[src/hw/rtl/prq_pkg.sv]
`default_nettype none

package prq_pkg;

  localparam int unsigned DefaultDepth = 32;
  localparam logic [7:0]  PromoteReset = 8'd20;

  localparam int unsigned PrioW    = 8;
  localparam int unsigned HashW    = 256;
  localparam int unsigned ClientW  = 16;
  localparam int unsigned OutCntW  = 6;
  localparam int unsigned InDataW  = 280;
  localparam int unsigned OutDataW = 296;
  localparam int unsigned UserW    = 2;

  typedef enum logic [1:0] {
    OP_ENQUEUE = 2'd0,
    OP_DEQUEUE = 2'd1,
    OP_PROMOTE = 2'd2
  } op_e;

  typedef enum logic [1:0] {
    ST_OK       = 2'd0,
    ST_FULL     = 2'd1,
    ST_EMPTY    = 2'd2,
    ST_NO_MATCH = 2'd3
  } status_e;

  typedef enum logic [1:0] {
    S_IDLE,
    S_SCAN,
    S_FINISH
  } state_e;

  typedef struct packed {
    logic [PrioW-1:0]   prio;
    logic [HashW-1:0]   hash;
    logic [ClientW-1:0] client;
  } entry_t;

  typedef struct packed {
    logic vld;
    op_e  op;
    logic found;
  } tok_ctl_t;

endpackage

`default_nettype wire

[src/hw/rtl/prq_cell.sv]
`default_nettype none

module prq_cell #(
  parameter int unsigned DEPTH   = prq_pkg::DefaultDepth,
  parameter int unsigned CellIdx = 0,
  parameter int unsigned IDX_W   = $clog2(DEPTH),
  parameter int unsigned CNT_W   = $clog2(DEPTH + 1)
) (
  input  wire logic                      clk_i,
  input  wire logic                      rst_ni,
  input  wire logic [CNT_W-1:0]          fill_i,
  input  wire logic [prq_pkg::PrioW-1:0] promote_prio_i,
  input  wire prq_pkg::tok_ctl_t         tok_ctl_i,
  input  wire prq_pkg::entry_t           tok_ent_i,
  input  wire logic [IDX_W-1:0]          tok_idx_i,
  input  wire logic [CNT_W-1:0]          tok_cnt_i,
  output prq_pkg::tok_ctl_t              tok_ctl_o,
  output prq_pkg::entry_t                tok_ent_o,
  output logic [IDX_W-1:0]               tok_idx_o,
  output logic [CNT_W-1:0]               tok_cnt_o,
  input  wire logic                      shift_i,
  input  wire logic [IDX_W-1:0]          shift_idx_i,
  input  wire prq_pkg::entry_t           nbr_ent_i,
  output prq_pkg::entry_t                ent_o
);
  import prq_pkg::*;

  entry_t           ent_q, ent_d;
  tok_ctl_t         tok_ctl_q, tok_ctl_d;
  entry_t           tok_ent_q, tok_ent_d;
  logic [IDX_W-1:0] tok_idx_q, tok_idx_d;
  logic [CNT_W-1:0] tok_cnt_q, tok_cnt_d;
  logic             occupied;
  logic             hash_hit;

  assign occupied = CNT_W'(CellIdx) < fill_i;
  assign hash_hit = tok_ent_i.hash == ent_q.hash;

  always_comb begin
    ent_d     = ent_q;
    tok_ctl_d = tok_ctl_i;
    tok_ent_d = tok_ent_i;
    tok_idx_d = tok_idx_i;
    tok_cnt_d = tok_cnt_i;
    if (tok_ctl_i.vld) begin
      case (tok_ctl_i.op)
        OP_ENQUEUE: begin
          if (CNT_W'(CellIdx) == fill_i) begin
            ent_d           = tok_ent_i;
            tok_ctl_d.found = 1'b1;
          end
        end
        OP_DEQUEUE: begin
          if (occupied && (!tok_ctl_i.found || ent_q.prio > tok_ent_i.prio)) begin
            tok_ent_d       = ent_q;
            tok_idx_d       = IDX_W'(CellIdx);
            tok_ctl_d.found = 1'b1;
          end
        end
        OP_PROMOTE: begin
          if (occupied && hash_hit) begin
            ent_d.prio = promote_prio_i;
            tok_cnt_d  = CNT_W'(tok_cnt_i + 1'b1);
          end
        end
        default: begin
        end
      endcase
    end
    if (shift_i && IDX_W'(CellIdx) >= shift_idx_i) begin
      ent_d = nbr_ent_i;
    end
  end

  always_ff @(posedge clk_i or negedge rst_ni) begin
    if (!rst_ni) begin
      tok_ctl_q <= '0;
    end else begin
      tok_ctl_q <= tok_ctl_d;
    end
  end

  always_ff @(posedge clk_i) begin
    ent_q     <= ent_d;
    tok_ent_q <= tok_ent_d;
    tok_idx_q <= tok_idx_d;
    tok_cnt_q <= tok_cnt_d;
  end

  assign tok_ctl_o = tok_ctl_q;
  assign tok_ent_o = tok_ent_q;
  assign tok_idx_o = tok_idx_q;
  assign tok_cnt_o = tok_cnt_q;
  assign ent_o     = ent_q;

endmodule

`default_nettype wire

[config.mk]
export PLATFORM = sky130hd
export DESIGN_NAME = prq_cell
export DESIGN_NICKNAME = d
export VERILOG_FILES = /design/src/hw/rtl/prq_pkg.sv /design/src/hw/rtl/prq_cell.sv
export SDC_FILE = /design/constraint.sdc
export NUM_CORES = 1
export LEC_CHECK = 0
export ABC_AREA = 0
export BUFFER_PORTS_ARGS = -buffer_cell sky130_fd_sc_hd__buf_2
export CAP_MARGIN = 0
export CORE_AREA = 2 2 451 453
export DETAILED_ROUTE_END_ITERATION = 7
export DIE_AREA = 0 0 453 455
export PLACE_DENSITY_LB_ADDON = 0.12
export SLEW_MARGIN = 10
export SYNTH_ARGS = -nofsm -noshare
export SYNTH_HDL_FRONTEND = slang
export SYNTH_SLANG_ARGS = --single-unit
[constraint.sdc]
create_clock -name clk_i -period 3.7 [get_ports clk_i]
set_clock_uncertainty 0.15 [all_clocks]
set_input_delay 0.185 -clock clk_i [delete_from_list [all_inputs] [get_ports clk_i]]
set_output_delay 0.185 -clock clk_i [all_outputs]
set_load 0.05 [all_outputs]
# --- After elaboration in Yosys (flattened, before gate mapping) ---
# Index checks and enable logic that the tools add are counted.
op_classes:
  addsub: 1
  order_cmp: 3
  eq_ne: 5
  muxes: 19
  reduce_logical: 13
op_table:
  columns: ["cell", "count"]
  rows:
  - ["two-way mux 280 bit", 6]
  - ["two-way mux 272 bit", 1]
  - ["== test 256 bit", 1]
  - ["two-way mux 6 bit", 3]
  - ["one-hot mux 8 bit (2 select lines)", 1]
  - ["two-way mux 5 bit", 3]
  - ["greater-than comparator 8 bit", 1]
  - ["two-way mux 8 bit", 1]
  - ["adder 6 x 1 -> 6 bit, second input constant", 1]
  - ["logical NOT 6 bit", 1]
  - ["less-than comparator 1 x 6 -> 1 bit, first input constant", 1]
  - ["inequality test 3 bit, second input constant", 2]
  - ["nonzero test 2 bit", 3]
  - ["greater-or-equal comparator 1 x 5 -> 1 bit, first input constant", 1]
  - ["AND reduction 4 bit", 1]
  - ["logical AND 1 bit", 3]
  - ["two-way mux 1 bit", 3]
  - ["AND reduction 3 bit", 1]
  - ["nonzero test 3 bit", 1]
  - ["== test 2 x 1 -> 1 bit, second input constant", 1]
  - ["== test 2 bit, second input constant", 1]
  - ["logical NOT 2 bit", 1]
  - ["one-hot mux 1 bit (2 select lines)", 1]
  - ["logical NOT 1 bit", 1]
  - ["logical OR 1 bit", 1]
totals:
  reg_bits: 575
  in_bits: 597
  output_inout_bits: 575
  word_cells: 52

# --- Depth between registers and ports, before layout ---
logic_depth:
  word_depth: 6
  mapped_depth: 12

# --- Worst setup path after synthesis ---
# OpenSTA, ideal clock, no wires.
synth_path:
  kind: "input-to-reg"
  from: "in fill_i[2]"
  to: "reg ent_q (netlist bit ent_o[272]) (enable)"
  setup_time_ns: 0.377
  arrival_time_ns: 30.747
  setup_slack_ns: -27.575
  path_stages: 4
  path_cell_list: "nor4_1 -> nand2_1 -> o41ai_1 -> or2_2"
synth_via:
  elab_chain_len: 4
  word_cells_on_any_way: 6
  classes_between: "1 x order compare; 2 x eq/ne; 3 x reduce/logical"
synth_lines:
  columns: ["element", "line_no", "source"]
  rows:
  - ["start, declared", "prq_cell.sv:11", "input wire logic [CNT_W-1:0] fill_i,"]
  - ["less-than comparator 1 x 6 -> 1 bit", "prq_cell.sv:36", "assign occupied = CNT_W'(CellIdx) < fill_i;"]
  - ["logical AND 1 bit", "prq_cell.sv:61", "if (occupied && hash_hit) begin"]
  - ["inequality test 3 bit (no line)", null, null]
  - ["AND reduction 4 bit (no line) (*)", null, null]
  - ["end signal, assigned", "prq_cell.sv:84", "ent_q <= ent_d;"]
  - ["end, declared", "prq_cell.sv:28", "entry_t ent_q, ent_d;"]
# Every way passes the cells marked *; elsewhere a longest branch is shown, timed or not.
# A chain may end at the register's enable or synchronous reset.

# --- Worst setup path in the final report ---
layout_path:
  from: "reg ent_q (netlist bit ent_o[32])"
  to: "reg tok_cnt_q[1], in the netlist tok_cnt_o[1]"
layout_via:
  elab_chain_len: 5
layout_lines:
  columns: ["element", "line_no", "source"]
  rows:
  - ["== test 256 bit", "prq_cell.sv:37", "assign hash_hit = tok_ent_i.hash == ent_q.hash;"]
  - ["logical AND 1 bit", "prq_cell.sv:61", null]
  - ["two-way mux 6 bit", "prq_cell.sv:61", null]
  - ["two-way mux 6 bit", "prq_cell.sv:46", "case (tok_ctl_i.op)"]
  - ["two-way mux 6 bit", "prq_cell.sv:45", "if (tok_ctl_i.vld) begin"]
  - ["net tok_cnt_d[1]", "prq_cell.sv:32", "logic [CNT_W-1:0] tok_cnt_q, tok_cnt_d;"]
  - ["end signal, assigned", "prq_cell.sv:87", "tok_cnt_q <= tok_cnt_d;"]
  - ["end, declared", "prq_cell.sv:32", null]
# The timed path passes the listed nets, and every way through them passes these cells.

==> results.md <==
- Status: finished clean
- CP delay by family, top: simple AND/OR/NAND/NOR gates
- Post-synth ARST share: 0.696%
- Max Cap Violations: 0
- Top cells by area, synth: edfxtp_1, mux2_2, dfxtp_1
- Clock Power Share: 45.1%
- Gpl congestion: 0.809
- Power Internal: 13.3 mW
- Buffers on Ports: 1,171
- Slew @ Worst Pin: 1.13 ns
- Synth Area in Adders: 0.464%
- Syn_area_per_cell: 14.9 um2
- Dominant cell type by area after synthesis: edfxtp_1
- Remaining DRCs: 0
- 1st-iter DRT viols: 712
- Placed Instances: around 5,500
- Final worst path period share: 91.5%
- Area of the multi-input gates: roughly 10000 um2
- Startpoint Class: flip-flop
- Clock slew at reported path FFs: approximately 0.060 ns
- Post-synthesis cell area: about 24,000 um2
- Net Switching: 5.42 mW
- Tmin final: 3.39 ns
- Fin cells: 6,322
- Final setup vio count: 0
- Post-route ant nets: 0
- H-tree levels: 3
- CTS sink count: 575
- Worst hold slack: roughly 0.13 ns
- Design Area, Final: 43,700 um2
- Synth Register Bits: 575
- Post-Place Worst Slack: -0.801 ns
- Combinational share of power: between 15 and 20%
- Post-synthesis compound-gate area fraction: 0.578%
- CP most frequent cell: buf_4
- TritonCTS clock tree: built
- Setup bufs post-CTS: 0
- Rows: 165
- Share of layout cells above drive strength 1: 54.4%
- XOR/XNOR share of the synthesized area: under 10%
- Routed WL: 146 mm
- Mapped Cells: 1,631
- CTS Buffer Depth: 3
- Fill count: 22,038
- Chip height: roughly 460 um
- Worst path cell trace: xor2_1 > nor4_4 > buf_4 > nand4_1 > buf_4 > nor4_4 > buf_4 > nand4_2 > nor4_4 > buf_4 > mux2_1
- Setup TNS: 0 ns
- CP Buf/Inv Count: 4
- Worst min path class: input port to flip-flop
- Top-area cell type share of the netlist area: 34.7%
- Slew headroom: 24.6%
- Worst VDD drop: 0.000303 V
- Crit Path Class: flip-flop to flip-flop
- Initial antenna violation count: 11
- Largest family of logic cells by synthesized area: multiplexers
- Post-synth EDFFs: 280
- Worst skew pair latency: 0.70 ns
- Starting Density: 12.1%
- Die X: 453 um
- Final Hold Vio Count: 0
- Post-DP HPWL: around 120 mm
- Die area: between 200,000 and 250,000 um2
- Crit path max fanout: 3
- Simple-gate share of the synthesized area: 3.30%
- Layout area overhead: 80.3%
- Largest net degree at the start of global routing: 75
- RSZ-0062 raised after global routing: no
- Sw Share: 29.0%
- Root Driver: clkbuf_16
- Max incr delay on CP: 0.49 ns
- Fin worst setup slack: 0.314 ns
- Pwr/cell area: 427 nW/um2
- Crit path DAT: 3.81 ns
- Fmax: 295 MHz
- Number of CTS-inserted buffers: 87
- Mux contribution to synthesized area: between 20% and 30%
- Nets: roughly 4,200
- GRT Overall Usage: 13.6%
- Vias after detailed routing: 21,023
- Average wire per standard cell: 23.1 um
- WP data required: 4.13 ns
- Dpl cell area: 34,100 um2
- First drt pass iteration count: 6
- I/O pin count: 1,172
- Core ar.: 201,000 um2
- Sequential share of power: 37.8%
- Seq/Total Area, Yosys: around three fifths
- Top cells by count, synth: mux2_2, dfxtp_1, edfxtp_1, xor2_1, nor4_1
- Top FF cell, synth: dfxtp_1
- Crit end category: flip-flop
- Synth Warn #: 0
- Count leader, synth: mux2_2
- Avg Vias per Cell: 3.33
- Vias in the first global route: roughly 23,000
- First-pass GRT wire length: 194 mm
- Syn nets: 2,237
- Post-synthesis cell type count: 36
- Total gr overflow: 0
- Critical-path top delay cell: edfxtp_1
- Max-slew violations: 0
- Register area: 14,300 um2
- Leakage power: approximately 18 nW
## flip-flops by register name (all words and copies together) (netlist names)
| register | flops |
|---|---|
| ent_o | 280 |
| tok_ent_o | 280 |
| tok_cnt_o | 6 |
| tok_idx_o | 5 |
| tok_ctl_o | 4 |
## stage by stage
stage          utilization, %  power (mW)
2_1_floorplan               -        8.65
3_3_place_gp             17.0        9.83
3_5_place_dp             17.0        9.81
4_1_cts                  21.7        19.2
5_1_grt                  21.7        19.5
6_report                 21.7        18.7
## worst reg2reg max path: cells and delay by family, from the launching register on
family	cells	cell delay [ns]
and+or+nand+nor	5	1.26
xor gates and xnor gates	1	0.23
buffers and inverters	4	0.83
muxes	1	0.30
DFF	1	0.49
## area by class of cell
| type | instances | share of cell area [%] |
|---|---|---|
| flip-flops and latches | 575 | 32.8 |
| repair buffers | 1920 | 30.5 |
| multi-input cells | 979 | 22.5 |
| well taps | 2672 | 7.64 |
| clock buffers | 129 | 5.90 |
| clock inverters | 32 | 0.609 |
| inverters | 11 | 0.0944 |
| diodes | 4 | 0.0229 |
## metal layers
metal / vias to the layer above / track usage [%] / share of wire [%]
met5: - / 0 / 0
met4: 0 / 3.40 / 2.3
met3: 153 / 3.88 / 6.1
met2: 674 / 24.4 / 51
met1: 10273 / 15.7 / 40
li1: 9923 / - / -
## final timing paths
kind                              startpoint             to  cells past startpoint  slack [ns]
worst min-delay path            tok_ent_i[4]   tok_ent_o[4]                      3        0.13
min in group asynchronous             rst_ni   tok_ctl_o[1]                      3        0.25
worst max register to register     ent_o[32]   tok_cnt_o[1]                     11        0.31
worst min register to register     ent_o[10]  tok_ent_o[10]                      1        0.35
worst max-delay path               ent_o[32]   tok_cnt_o[1]                     11        0.31
max in group asynchronous             rst_ni   tok_ctl_o[3]                      3        2.96
## layout by cell type, fill, tap and decap left out, drive strengths merged, types with 2 or more instances in the layout
master and count:
nor4 69, xor2 245, nand4 22, a21o 2, ha 9, nor2 18
dfxtp 291, bufinv 3, dfrtp 4, xnor2 17, buf 1256, o21ai 2
nor2b 3, and2 5, nand2 2, diode 4, clkinv 24, dlygate4sd3 664
edfxtp 280, clkbuf 129, clkinvlp 2, inv 14, mux2 553, a21oi 17
nand3 5, nor3 2
## cells by family after synthesis
family,after synthesis
compound gates,25
xor+xnor,262
fa+ha+maj,9
buf+inv,77
flops,575
mux,554
simple gates,129
## timing repair
item                                   CTS  global route
endpoints found under the hold margin  597             0
resized for setup                       12             3
setup endpoints to repair               14            12
cloned                                   0             0
pin swaps                                1             0
hold buffers                           664             0
## power by group through the flow
| stage | registers, mW | clock network (mW) | logic (mW) |
|---|---|---|---|
| 2_1_floorplan | 8.09 | 0 | 0.568 |
| 3_3_place_gp | 7.19 | 0 | 2.64 |
| 3_5_place_dp | 7.19 | 0 | 2.62 |
| 4_1_cts | 7.06 | 8.87 | 3.27 |
| 5_1_grt | 7.08 | 9.04 | 3.39 |
| 6_report | 7.05 | 8.42 | 3.20 |
(Power assumes the default switching activity.)
